[config.mk]
export PLATFORM = sky130hd
export DESIGN_NAME = stack_roll_divide_unit_core
export DESIGN_NICKNAME = d
export VERILOG_FILES = /design/src/hw/rtl/srdu_pkg.sv /design/src/hw/rtl/stack_roll_divide_unit_core.sv /design/src/hw/rtl/srdu_ram.sv /design/src/hw/rtl/srdu_divider.sv
export SDC_FILE = /design/constraint.sdc
export NUM_CORES = 2
export LEC_CHECK = 0
export BUFFER_PORTS_ARGS = -buffer_cell sky130_fd_sc_hd__buf_2
export CAP_MARGIN = 20
export CORE_AREA = 2 2 427 429
export CTS_BUF_LIST = sky130_fd_sc_hd__clkbuf_16
export CTS_CLUSTER_DIAMETER = 100
export DETAILED_ROUTE_END_ITERATION = 6
export DIE_AREA = 0 0 429 431
export PLACE_DENSITY = 0.77
export SYNTH_ARGS = -nofsm -noshare
export SYNTH_HDL_FRONTEND = slang
export SYNTH_SLANG_ARGS = --single-unit
[constraint.sdc]
create_clock -name clk -period 5.7 [get_ports clk]
set_clock_uncertainty 0.05 [all_clocks]
set_input_delay 0 -clock clk [delete_from_list [all_inputs] [get_ports clk]]
set_output_delay 0 -clock clk [all_outputs]
set_load 0.01 [all_outputs]
[src/hw/rtl/srdu_pkg.sv]
// ----------------------------------------------------------------------------
// srdu_pkg
// Shared sizes, operation and status codes, and divider handshake types for
// the data stack unit.
// ----------------------------------------------------------------------------
package srdu_pkg;

    localparam int WORD_W      = 32;
    localparam int STACK_DEPTH = 64;
    localparam int ADDR_W      = $clog2(STACK_DEPTH);
    localparam int CNT_W       = $clog2(STACK_DEPTH + 1);
    localparam int OUT_CNT_W   = 7;
    localparam int OP_W        = 3;
    localparam int STAT_W      = 2;
    localparam int DIV_CNT_W   = $clog2(WORD_W);

    // operation codes
    localparam logic [OP_W-1:0] OP_PUSH  = 3'd0;
    localparam logic [OP_W-1:0] OP_POP   = 3'd1;
    localparam logic [OP_W-1:0] OP_DIV   = 3'd2;
    localparam logic [OP_W-1:0] OP_MOD   = 3'd3;
    localparam logic [OP_W-1:0] OP_ROLL  = 3'd4;
    localparam logic [OP_W-1:0] OP_DEPTH = 3'd5;

    // status codes
    localparam logic [STAT_W-1:0] STAT_OK    = 2'd0;
    localparam logic [STAT_W-1:0] STAT_UNDER = 2'd1;
    localparam logic [STAT_W-1:0] STAT_OVER  = 2'd2;
    localparam logic [STAT_W-1:0] STAT_DIVZ  = 2'd3;

    typedef struct packed {
        logic              start;
        logic [WORD_W-1:0] dividend;
        logic [WORD_W-1:0] divisor;
    } div_req_t;

    typedef struct packed {
        logic              done;
        logic [WORD_W-1:0] quotient;
        logic [WORD_W-1:0] remainder;
    } div_rsp_t;

endpackage

[src/hw/rtl/stack_roll_divide_unit_core.sv]
// ----------------------------------------------------------------------------
// stack_roll_divide_unit_core
// Bounded data stack of signed words: push, pop, divide, modulo, roll, depth.
// ----------------------------------------------------------------------------
// Push, depth, failing ops and a pop that empties the stack finish from the
// execute state; other pops first re-read the new top from the stack RAM.
// Divide and modulo read the dividend, then run 32 quotient bits, one per
// cycle in the divider; roll moves one entry per cycle through the stack RAM
// port, then writes the moved item and re-reads the top.
// One item at a time: s_tready is high only while the sequencer is idle; the
// next beat is taken in the cycle its result beat is first offered, and a
// stalled result beat holds the sequencer. Reset clears the entry count and
// control state; stack RAM contents are not cleared and no clearing pass runs.
// ----------------------------------------------------------------------------
module stack_roll_divide_unit_core (
    input  logic        clk,
    input  logic        rst_n,
    // input beats
    input  logic        s_tvalid,
    output logic        s_tready,
    input  logic [31:0] s_tdata,   // [31:0] value
    input  logic [2:0]  s_tuser,   // [2:0] operation
    // result beats
    output logic        m_tvalid,
    input  logic        m_tready,
    output logic [39:0] m_tdata,   // [31:0] top_word, [38:32] item_count, [39] zero
    output logic [2:0]  m_tuser    // [0] top_valid, [2:1] status
);

    localparam int WORD_W = srdu_pkg::WORD_W;
    localparam int ADDR_W = srdu_pkg::ADDR_W;
    localparam int CNT_W  = srdu_pkg::CNT_W;
    localparam int OCW    = srdu_pkg::OUT_CNT_W;

    // sequencer states
    localparam logic [3:0] ST_IDLE     = 4'd0;
    localparam logic [3:0] ST_EXEC     = 4'd1;
    localparam logic [3:0] ST_DIV_RD   = 4'd2;
    localparam logic [3:0] ST_DIV_CAP  = 4'd3;
    localparam logic [3:0] ST_DIV_WAIT = 4'd4;
    localparam logic [3:0] ST_ROLL_RD  = 4'd5;
    localparam logic [3:0] ST_ROLL_CAP = 4'd6;
    localparam logic [3:0] ST_MOVE_RD  = 4'd7;
    localparam logic [3:0] ST_MOVE_WR  = 4'd8;
    localparam logic [3:0] ST_FINAL_WR = 4'd9;
    localparam logic [3:0] ST_TOP_RD   = 4'd10;
    localparam logic [3:0] ST_TOP_CAP  = 4'd11;
    localparam logic [3:0] ST_DONE     = 4'd12;

    localparam logic [CNT_W-1:0] FULL_CNT = CNT_W'(srdu_pkg::STACK_DEPTH);

    // control and working registers
    logic [3:0]                    state_reg,  state_next;
    logic [srdu_pkg::OP_W-1:0]     op_reg,     op_next;
    logic [WORD_W-1:0]             val_reg,    val_next;
    logic [CNT_W-1:0]              count_reg,  count_next;
    logic [WORD_W-1:0]             top_reg,    top_next;
    logic [srdu_pkg::STAT_W-1:0]   status_reg, status_next;
    logic [WORD_W-1:0]             word_reg,   word_next;
    logic                          popped_reg, popped_next;
    logic [WORD_W-1:0]             tmp_reg,    tmp_next;
    logic [ADDR_W-1:0]             ptr_reg,    ptr_next;
    logic [CNT_W-1:0]              moves_reg,  moves_next;
    logic                          neg_reg,    neg_next;

    // output register
    logic                          m_valid_reg;
    logic [WORD_W-1:0]             m_word_reg;
    logic                          m_flag_reg;
    logic [OCW-1:0]                m_count_reg;
    logic [srdu_pkg::STAT_W-1:0]   m_status_reg;
    logic                          out_load;

    // stack RAM port
    logic                          ram_we;
    logic [ADDR_W-1:0]             ram_waddr;
    logic [WORD_W-1:0]             ram_wdata;
    logic [ADDR_W-1:0]             ram_raddr;
    logic [WORD_W-1:0]             ram_rdata;

    srdu_pkg::div_req_t            div_req;
    srdu_pkg::div_rsp_t            div_rsp;

    // derived values
    logic [CNT_W-1:0]              count_m1;
    logic [CNT_W-1:0]              count_m2;
    logic [CNT_W-1:0]              roll_src;
    logic [WORD_W-1:0]             roll_dist;
    logic [WORD_W-1:0]             rest_wide;
    logic [WORD_W-1:0]             depth_word;
    logic [ADDR_W-1:0]             ptr_step1;
    logic [ADDR_W-1:0]             ptr_step2;
    logic [WORD_W-1:0]             div_result;
    logic [CNT_W+OCW-1:0]          count_wide;
    logic [CNT_W-1:0]              moves_m1;

    assign count_m1   = count_reg - CNT_W'(1);
    assign count_m2   = count_reg - CNT_W'(2);
    assign roll_dist  = top_reg[WORD_W-1] ? (~top_reg + 1'b1) : top_reg;
    assign rest_wide  = {{(WORD_W-CNT_W){1'b0}}, count_m1};
    // count_m1 is the depth left once n is popped
    assign roll_src   = count_m1 - CNT_W'(1) - roll_dist[CNT_W-1:0];
    assign depth_word = {{(WORD_W-CNT_W){1'b0}}, count_reg};
    assign ptr_step1  = neg_reg ? (ptr_reg - ADDR_W'(1)) : (ptr_reg + ADDR_W'(1));
    assign ptr_step2  = neg_reg ? (ptr_reg - ADDR_W'(2)) : (ptr_reg + ADDR_W'(2));
    assign div_result = (op_reg == srdu_pkg::OP_DIV) ? div_rsp.quotient : div_rsp.remainder;
    assign moves_m1   = moves_reg - CNT_W'(1);

    srdu_ram #(
        .DEPTH  (srdu_pkg::STACK_DEPTH),
        .WIDTH  (WORD_W),
        .ADDR_W (ADDR_W)
    ) u_stack_ram (
        .clk   (clk),
        .we    (ram_we),
        .waddr (ram_waddr),
        .wdata (ram_wdata),
        .raddr (ram_raddr),
        .rdata (ram_rdata)
    );

    srdu_divider u_divider (
        .clk   (clk),
        .rst_n (rst_n),
        .req   (div_req),
        .rsp   (div_rsp)
    );

    assign s_tready = (state_reg == ST_IDLE);
    assign out_load = (state_reg == ST_DONE) && (!m_valid_reg || m_tready);

    // sequencer
    always_comb
    begin
        state_next   = state_reg;
        op_next      = op_reg;
        val_next     = val_reg;
        count_next   = count_reg;
        top_next     = top_reg;
        status_next  = status_reg;
        word_next    = word_reg;
        popped_next  = popped_reg;
        tmp_next     = tmp_reg;
        ptr_next     = ptr_reg;
        moves_next   = moves_reg;
        neg_next     = neg_reg;

        ram_we       = 1'b0;
        ram_waddr    = '0;
        ram_wdata    = '0;
        ram_raddr    = '0;

        div_req.start    = 1'b0;
        div_req.dividend = ram_rdata;
        div_req.divisor  = top_reg;

        case (state_reg)
            ST_IDLE:
            begin
                if (s_tvalid)
                begin
                    op_next     = s_tuser;
                    val_next    = s_tdata;
                    status_next = srdu_pkg::STAT_OK;
                    popped_next = 1'b0;
                    state_next  = ST_EXEC;
                end
            end

            ST_EXEC:
            begin
                state_next = ST_DONE;
                case (op_reg)
                    srdu_pkg::OP_PUSH,
                    srdu_pkg::OP_DEPTH:
                    begin
                        if (count_reg >= FULL_CNT)
                        begin
                            status_next = srdu_pkg::STAT_OVER;
                        end
                        else
                        begin
                            ram_we     = 1'b1;
                            ram_waddr  = count_reg[ADDR_W-1:0];
                            ram_wdata  = (op_reg == srdu_pkg::OP_PUSH) ? val_reg : depth_word;
                            top_next   = ram_wdata;
                            count_next = count_reg + CNT_W'(1);
                        end
                    end
                    srdu_pkg::OP_POP:
                    begin
                        if (count_reg == '0)
                        begin
                            status_next = srdu_pkg::STAT_UNDER;
                        end
                        else
                        begin
                            // hand out the popped word, then refresh the cached top
                            word_next   = top_reg;
                            popped_next = 1'b1;
                            count_next  = count_m1;
                            if (count_m1 != '0)
                            begin
                                state_next = ST_TOP_RD;
                            end
                        end
                    end
                    srdu_pkg::OP_DIV,
                    srdu_pkg::OP_MOD:
                    begin
                        if (count_reg < CNT_W'(2))
                        begin
                            status_next = srdu_pkg::STAT_UNDER;
                        end
                        else if (top_reg == '0)
                        begin
                            status_next = srdu_pkg::STAT_DIVZ;
                        end
                        else
                        begin
                            state_next = ST_DIV_RD;
                        end
                    end
                    srdu_pkg::OP_ROLL:
                    begin
                        if (count_reg == '0 || roll_dist >= rest_wide)
                        begin
                            status_next = srdu_pkg::STAT_UNDER;
                        end
                        else
                        begin
                            // start at the item that moves: the n-th item, or the top
                            neg_next   = top_reg[WORD_W-1];
                            ptr_next   = top_reg[WORD_W-1] ? count_m2[ADDR_W-1:0]
                                                           : roll_src[ADDR_W-1:0];
                            moves_next = roll_dist[CNT_W-1:0];
                            state_next = ST_ROLL_RD;
                        end
                    end
                    default:
                    begin
                        state_next = ST_DONE;
                    end
                endcase
            end

            ST_DIV_RD:
            begin
                ram_raddr  = count_m2[ADDR_W-1:0];
                state_next = ST_DIV_CAP;
            end

            ST_DIV_CAP:
            begin
                div_req.start = 1'b1;
                state_next    = ST_DIV_WAIT;
            end

            ST_DIV_WAIT:
            begin
                if (div_rsp.done)
                begin
                    ram_we     = 1'b1;
                    ram_waddr  = count_m2[ADDR_W-1:0];
                    ram_wdata  = div_result;
                    top_next   = div_result;
                    count_next = count_m1;
                    state_next = ST_DONE;
                end
            end

            ST_ROLL_RD:
            begin
                ram_raddr  = ptr_reg;
                state_next = ST_ROLL_CAP;
            end

            ST_ROLL_CAP:
            begin
                tmp_next   = ram_rdata;
                state_next = (moves_reg == '0) ? ST_FINAL_WR : ST_MOVE_RD;
            end

            ST_MOVE_RD:
            begin
                ram_raddr  = ptr_step1;
                state_next = ST_MOVE_WR;
            end

            ST_MOVE_WR:
            begin
                // write the neighbor one slot over, fetch the next in the same cycle
                ram_we     = 1'b1;
                ram_waddr  = ptr_reg;
                ram_wdata  = ram_rdata;
                ptr_next   = ptr_step1;
                moves_next = moves_m1;
                if (moves_m1 != '0)
                begin
                    ram_raddr = ptr_step2;
                end
                else
                begin
                    state_next = ST_FINAL_WR;
                end
            end

            ST_FINAL_WR:
            begin
                ram_we     = 1'b1;
                ram_waddr  = ptr_reg;
                ram_wdata  = tmp_reg;
                count_next = count_m1;
                state_next = ST_TOP_RD;
            end

            ST_TOP_RD:
            begin
                ram_raddr  = count_m1[ADDR_W-1:0];
                state_next = ST_TOP_CAP;
            end

            ST_TOP_CAP:
            begin
                top_next   = ram_rdata;
                state_next = ST_DONE;
            end

            ST_DONE:
            begin
                if (out_load)
                begin
                    state_next = ST_IDLE;
                end
            end

            default:
            begin
                state_next = ST_IDLE;
            end
        endcase
    end

    always_ff @(posedge clk or negedge rst_n)
    begin
        if (!rst_n)
        begin
            state_reg  <= ST_IDLE;
            count_reg  <= '0;
            popped_reg <= 1'b0;
            moves_reg  <= '0;
            neg_reg    <= 1'b0;
            op_reg     <= '0;
            status_reg <= srdu_pkg::STAT_OK;
        end
        else
        begin
            state_reg  <= state_next;
            count_reg  <= count_next;
            popped_reg <= popped_next;
            moves_reg  <= moves_next;
            neg_reg    <= neg_next;
            op_reg     <= op_next;
            status_reg <= status_next;
        end
    end

    always_ff @(posedge clk)
    begin
        val_reg  <= val_next;
        top_reg  <= top_next;
        word_reg <= word_next;
        tmp_reg  <= tmp_next;
        ptr_reg  <= ptr_next;
    end

    // output register: holds the result beat until taken
    assign count_wide = {{OCW{1'b0}}, count_reg};

    always_ff @(posedge clk or negedge rst_n)
    begin
        if (!rst_n)
        begin
            m_valid_reg <= 1'b0;
        end
        else if (out_load)
        begin
            m_valid_reg <= 1'b1;
        end
        else if (m_tready)
        begin
            m_valid_reg <= 1'b0;
        end
    end

    always_ff @(posedge clk)
    begin
        if (out_load)
        begin
            if (popped_reg)
            begin
                m_word_reg <= word_reg;
                m_flag_reg <= 1'b1;
            end
            else if (count_reg != '0)
            begin
                m_word_reg <= top_reg;
                m_flag_reg <= 1'b1;
            end
            else
            begin
                m_word_reg <= '0;
                m_flag_reg <= 1'b0;
            end
            m_count_reg  <= count_wide[OCW-1:0];
            m_status_reg <= status_reg;
        end
    end

    assign m_tvalid = m_valid_reg;
    assign m_tdata  = {1'b0, m_count_reg, m_word_reg};
    assign m_tuser  = {m_status_reg, m_flag_reg};

    // ------------------------------------------------------------------------
    // assertions
    // ------------------------------------------------------------------------
    a_accept_leaves_idle: assert property (@(posedge clk) disable iff (!rst_n)
        (state_reg == ST_IDLE) && s_tvalid |=> (state_reg != ST_IDLE))
        else $error("accepted beat did not start the sequencer");

    a_invalid_top_is_zero: assert property (@(posedge clk) disable iff (!rst_n)
        m_tvalid && !m_tuser[0] |-> (m_tdata[31:0] == '0))
        else $error("top_word nonzero while top_valid is low");

    a_div_done_when_waiting: assert property (@(posedge clk) disable iff (!rst_n)
        div_rsp.done |-> (state_reg == ST_DIV_WAIT))
        else $error("divider finished outside the wait state");

    a_count_bounded: assert property (@(posedge clk) disable iff (!rst_n)
        (state_reg != ST_IDLE) |=> (count_reg <= FULL_CNT))
        else $error("entry count exceeds stack depth");

endmodule

[src/hw/rtl/srdu_ram.sv]
// ----------------------------------------------------------------------------
// srdu_ram
// Generic simple dual-port RAM: one write port, one read port, registered
// read data (old data on a same-address collision).
// ----------------------------------------------------------------------------
module srdu_ram #(
    parameter int DEPTH  = 64,
    parameter int WIDTH  = 32,
    parameter int ADDR_W = $clog2(DEPTH)
) (
    input  logic              clk,
    input  logic              we,
    input  logic [ADDR_W-1:0] waddr,
    input  logic [WIDTH-1:0]  wdata,
    input  logic [ADDR_W-1:0] raddr,
    output logic [WIDTH-1:0]  rdata
);

    logic [WIDTH-1:0] mem [DEPTH];

    always_ff @(posedge clk)
    begin
        if (we)
        begin
            mem[waddr] <= wdata;
        end
    end

    always_ff @(posedge clk)
    begin
        rdata <= mem[raddr];
    end

endmodule

[src/hw/rtl/srdu_divider.sv]
// ----------------------------------------------------------------------------
// srdu_divider
// Iterative signed divider: one restoring step per cycle on magnitudes, then
// a sign fix-up state. Truncating quotient, remainder takes dividend sign.
// ----------------------------------------------------------------------------
module srdu_divider (
    input  logic               clk,
    input  logic               rst_n,
    input  srdu_pkg::div_req_t req,
    output srdu_pkg::div_rsp_t rsp
);

    localparam logic [1:0] D_IDLE = 2'd0;
    localparam logic [1:0] D_RUN  = 2'd1;
    localparam logic [1:0] D_SIGN = 2'd2;

    logic [1:0]                     dstate_reg;
    logic [srdu_pkg::DIV_CNT_W-1:0] cnt_reg;
    logic [srdu_pkg::WORD_W-1:0]    quo_reg;
    logic [srdu_pkg::WORD_W-1:0]    rem_reg;
    logic [srdu_pkg::WORD_W-1:0]    div_reg;
    logic                           neg_q_reg;
    logic                           neg_r_reg;
    logic                           done_reg;
    logic [srdu_pkg::WORD_W-1:0]    q_out_reg;
    logic [srdu_pkg::WORD_W-1:0]    r_out_reg;

    logic [srdu_pkg::WORD_W-1:0]    a_abs;
    logic [srdu_pkg::WORD_W-1:0]    b_abs;
    logic [srdu_pkg::WORD_W:0]      shifted;
    logic [srdu_pkg::WORD_W:0]      diff;
    logic                           qbit;

    assign a_abs   = req.dividend[srdu_pkg::WORD_W-1] ? (~req.dividend + 1'b1) : req.dividend;
    assign b_abs   = req.divisor[srdu_pkg::WORD_W-1] ? (~req.divisor + 1'b1) : req.divisor;
    assign shifted = {rem_reg, quo_reg[srdu_pkg::WORD_W-1]};
    assign diff    = shifted - {1'b0, div_reg};
    assign qbit    = ~diff[srdu_pkg::WORD_W];

    always_ff @(posedge clk or negedge rst_n)
    begin
        if (!rst_n)
        begin
            dstate_reg <= D_IDLE;
            cnt_reg    <= '0;
            done_reg   <= 1'b0;
        end
        else
        begin
            done_reg <= 1'b0;
            case (dstate_reg)
                D_IDLE:
                begin
                    if (req.start)
                    begin
                        dstate_reg <= D_RUN;
                        cnt_reg    <= '0;
                    end
                end
                D_RUN:
                begin
                    cnt_reg <= cnt_reg + 1'b1;
                    if (cnt_reg == {srdu_pkg::DIV_CNT_W{1'b1}})
                    begin
                        dstate_reg <= D_SIGN;
                    end
                end
                D_SIGN:
                begin
                    dstate_reg <= D_IDLE;
                    done_reg   <= 1'b1;
                end
                default:
                begin
                    dstate_reg <= D_IDLE;
                end
            endcase
        end
    end

    // datapath: load magnitudes, shift one quotient bit a cycle, fix signs
    always_ff @(posedge clk)
    begin
        case (dstate_reg)
            D_IDLE:
            begin
                if (req.start)
                begin
                    quo_reg   <= a_abs;
                    div_reg   <= b_abs;
                    rem_reg   <= '0;
                    neg_q_reg <= req.dividend[srdu_pkg::WORD_W-1]
                               ^ req.divisor[srdu_pkg::WORD_W-1];
                    neg_r_reg <= req.dividend[srdu_pkg::WORD_W-1];
                end
            end
            D_RUN:
            begin
                quo_reg <= {quo_reg[srdu_pkg::WORD_W-2:0], qbit};
                rem_reg <= qbit ? diff[srdu_pkg::WORD_W-1:0]
                                : shifted[srdu_pkg::WORD_W-1:0];
            end
            D_SIGN:
            begin
                q_out_reg <= neg_q_reg ? (~quo_reg + 1'b1) : quo_reg;
                r_out_reg <= neg_r_reg ? (~rem_reg + 1'b1) : rem_reg;
            end
            default:
            begin
                quo_reg <= quo_reg;
            end
        endcase
    end

    assign rsp.done      = done_reg;
    assign rsp.quotient  = q_out_reg;
    assign rsp.remainder = r_out_reg;

endmodule

==> summary.md <==
Worst setup path
• **worst reg2reg path startpoint** moves_reg[0]$_DFFE_PN0P_
• **count of cells along the worst register-to-register path** 13
• **peak fanout along the critical path** 19
• **Max stage delay cell, worst path** sky130_fd_sc_hd__nor4_1
• **cell-by-cell listing of the critical path** inv_1 -> ha_1 -> inv_1 -> nor3_2 -> o311ai_0 -> and4_1 -> nor2_2 -> buf_4 -> a2111o_1 -> nor2_1 -> nor4_1 -> buf_4 -> and3_1
• **worst reg-to-reg setup slack** 80 ps
• **critical path arrival** 6410 ps
• **critical path capture point** u_stack_ram.rdata[1]$_DFF_P_
• **path type of the worst setup path** register to register
• **category of the worst setup path capture point** register
• **startpoint class of the critical path** register
• **origin of the worst setup path** moves_reg[0]$_DFFE_PN0P_
• **critical path's largest stage delay** 940 ps
• **Crit path required time** 6500 ps
• **endpoint of the worst-slack reg-to-reg timing path** u_stack_ram.rdata[1]$_DFF_P_

Clock tree
• **Post-CTS Setup Bufs** 0
• **Clk pin slew, worst setup/hold paths** 60 ps
• **buffer cell driving the clock tree root** sky130_fd_sc_hd__clkbuf_16
• **clock net sink count** 2452
• **H-Tree Depth** 4
• **TritonCTS clock tree** yes
• **clock latency at the later pin of the worst-skew pair** 910 ps
• **CTS Buf Count** 235
• **worst-case clock buffer depth** 3

Power
• **Total Power** 35.41 mW
• **Leakage** 34.92 nW
• **PD cells** 304.7 mW/mm²
• **largest vdd supply drop** 0.3386 mV

Global routing
• **antenna violations before repair** 23
• **vias in the first global route** 66360
• **wire length of the first global-routing pass** 448500 µm
• **GR Overflow Total** 0
• **maximum number of pins on one net before global-route repair** 148
• **overall track demand over capacity in global routing** 0.3312

Timing
• **slew at the pin closest to its max-slew limit** 1243 ps
• **final max-slew violation count** 0
• **count of final setup violators** 0
• **unrepaired setup endpoints after global routing** false
• **normalized max-slew margin** 0.1685
• **Hold Fails Final Rpt** 0
• **post-route fraction of the period consumed by the critical path** 0.9854
• **Final Critical Period** 5617 ps
• **Max Clk Rate** 0.1780 GHz

Cells and area
• **most common cell after layout, fill and taps aside** sky130_fd_sc_hd__edfxtp_1
• **commonest cells after routing, fill and taps aside** sky130_fd_sc_hd__edfxtp_1 (2386), sky130_fd_sc_hd__nand2_1 (1486), sky130_fd_sc_hd__and3_1 (403)
• **largest register by flop count** u_stack_ram.mem
• **net total in the final layout** 7984
• **layout cells sized above 1** 0.1203
• **final core occ** 0.6451
• **number of flip-flops under the largest register name** 2048
• **area growth from synthesis to layout** 13.82%

Synthesis
• **main area contributors after synthesis** sky130_fd_sc_hd__edfxtp_1 (70%), sky130_fd_sc_hd__nand2_1 (5.5%), sky130_fd_sc_hd__a211oi_1 (2.9%)
• **primary flip-flop cell chosen by synthesis mapping** sky130_fd_sc_hd__edfxtp_1
• **Warnings, synthesis** 0
• **Cell Area, Synth** 0.1021 mm²
• **number of flops mapped to enable cells by yosys** 2386
• **Avg Inst Size Synth** 13.29 µm²
• **Async SR Flop Fraction** 0.01387
• **sequential cell area fraction in the yosys report** 0.7163
• **syn nets** 7782
• **area fraction of the dominant cell type after synthesis** 0.7017
• **synth unique cells** 87
• **cell count after synthesis** 7680
• **number of synthesized register bits** 2452
• **cell accounting for the most synthesized area** sky130_fd_sc_hd__edfxtp_1

Floorplan
• **Die X** 429 µm
• **core outline area** 0.1802 mm²
• **area of the die** 0.1849 mm²
• **initial core utilization** 0.5668
• **die height** 431 µm
• **num rows** 156
• **number of ports placed on the die boundary** 84

Drt
• **average via count per standard cell** 6.757
• **Starting DRT DRC Count** 12120
• **count of vias placed by the detailed router** 70750
• **residual antenna-violating net count after detailed routing** 0
• **detailed-route wire length** 312000 µm
• **DRC violation count after routing** 8
• **routed wirelength normalized by instance count** 29.79 µm
• **number of detailed-routing iterations run before antenna repair** 7

Outcome
• **violations in the final reports** DRC
• **status** finished with violations

Run
• **# Max-Cap Violations** 0

Worst hold path
• **worst hold path class** input pin to register

Place
• **final weighted congestion of routability-driven global placement** 1.015
• **Post-DP HPWL** 189500 µm
• **number of buffer cells added on primary ports** 82

==> layout make-up <==
cell class	instances	area, µm²
Antenna cell	10	25.02
Timing Repair Buffer	506	4287
Sequential cell	2452	73140
Inverter	86	322.8
Clock inverter	210	2014
Multi-Input combinational cell	4601	27560
Tap cell	2370	2965
Fill cell	12360	63940
Clock buffer	236	5906
==> routing by layer <==
layer	global-route usage	wire [µm]	up-vias
met5	0	54	-
met4	0.2067	22190	8
met3	0.08153	42150	961
met2	0.4932	138500	5468
met1	0.4412	109100	34550
li1	-	-	29760
==> Yosys cell counts (all sizes together) (63+ instances only) <==
master and number:
buf 102, o21ai 219, xnor2 117, nand3 319, a31oi 309, nand2 1501
a21oi 214, mux2i 63, and3 403, o22ai 96, nor2 198, inv 85
a211oi 401, clkbuf 439, edfxtp 2386
==> critical path: cells and delay by family, from the launching register on <==
kind,cells,cell delay (ps)
simple gates,6,2950
compound gates,2,910
buf+inv,4,890
flops,1,450
fa+ha+maj,1,350
==> logic make-up (layout without fill, tap and decap cells) <==
family	count (synthesis)	count (layout)	share of synthesized area
and+or+nand+nor	2692	2692	0.1204
DFF	2452	2452	0.7163
AOI/OAI and AO/OA	1573	1573	0.1040
buffers and inverters	627	1038	0.02371
xor gates and xnor gates	176	176	0.01510
muxes	96	96	0.01246
adders and majority gates	63	63	0.008014
other	1	11	0.00003673
==> where the power goes <==
part | internal [mW] | switching (mW) | leakage, nW | total (mW)
clock | 8.93 | 6.94 | 4.03 | 15.9
combinational | 0.0440 | 0.0279 | 15.5 | 0.0720
sequential | 19.5 | 0 | 15.4 | 19.5
total | 28.4 | 6.97 | 34.9 | 35.4
==> timing repair <==
action | CTS | global route
hold buffers | 78 | 0
setup endpoints to repair | 0 | 2
hold endpoints to repair | 80 | 0
gates resized for setup | 0 | 1
==> stage by stage <==
stage / cells / TNS, ps / area [µm²] / setup slack [ps] / hold slack [ps]
2_1_floorplan: 7680 / 0 / 102100 / 21.72 / -345.6
3_3_place_gp: 9924 / -561.0 / 107300 / -262.7 / 83.76
3_5_place_dp: 9933 / 0 / 107400 / 302.0 / 95.59
4_1_cts: 10460 / 0 / 116100 / 223.2 / 30.39
5_1_grt: 10460 / 0 / 116200 / 34.09 / 82.42
6_report: 10470 / 0 / 116200 / 83.41 / 86.68
==> worst min-delay path by stage <==
stage	startpoint	to	depth (start not counted)
finish	m_tready	m_tvalid$_DFFE_PN0P_	4
global route	m_tready	m_tvalid$_DFFE_PN0P_	4
CTS	m_tready	m_tvalid$_DFFE_PN0P_	4
detailed placement	rst_n	count_reg[0]$_DFFE_PN0P_	1
global placement	rst_n	count_reg[0]$_DFFE_PN0P_	1
floorplan	rst_n	count_reg[0]$_DFFE_PN0P_	0
Power figures use the tool's default switching activity.
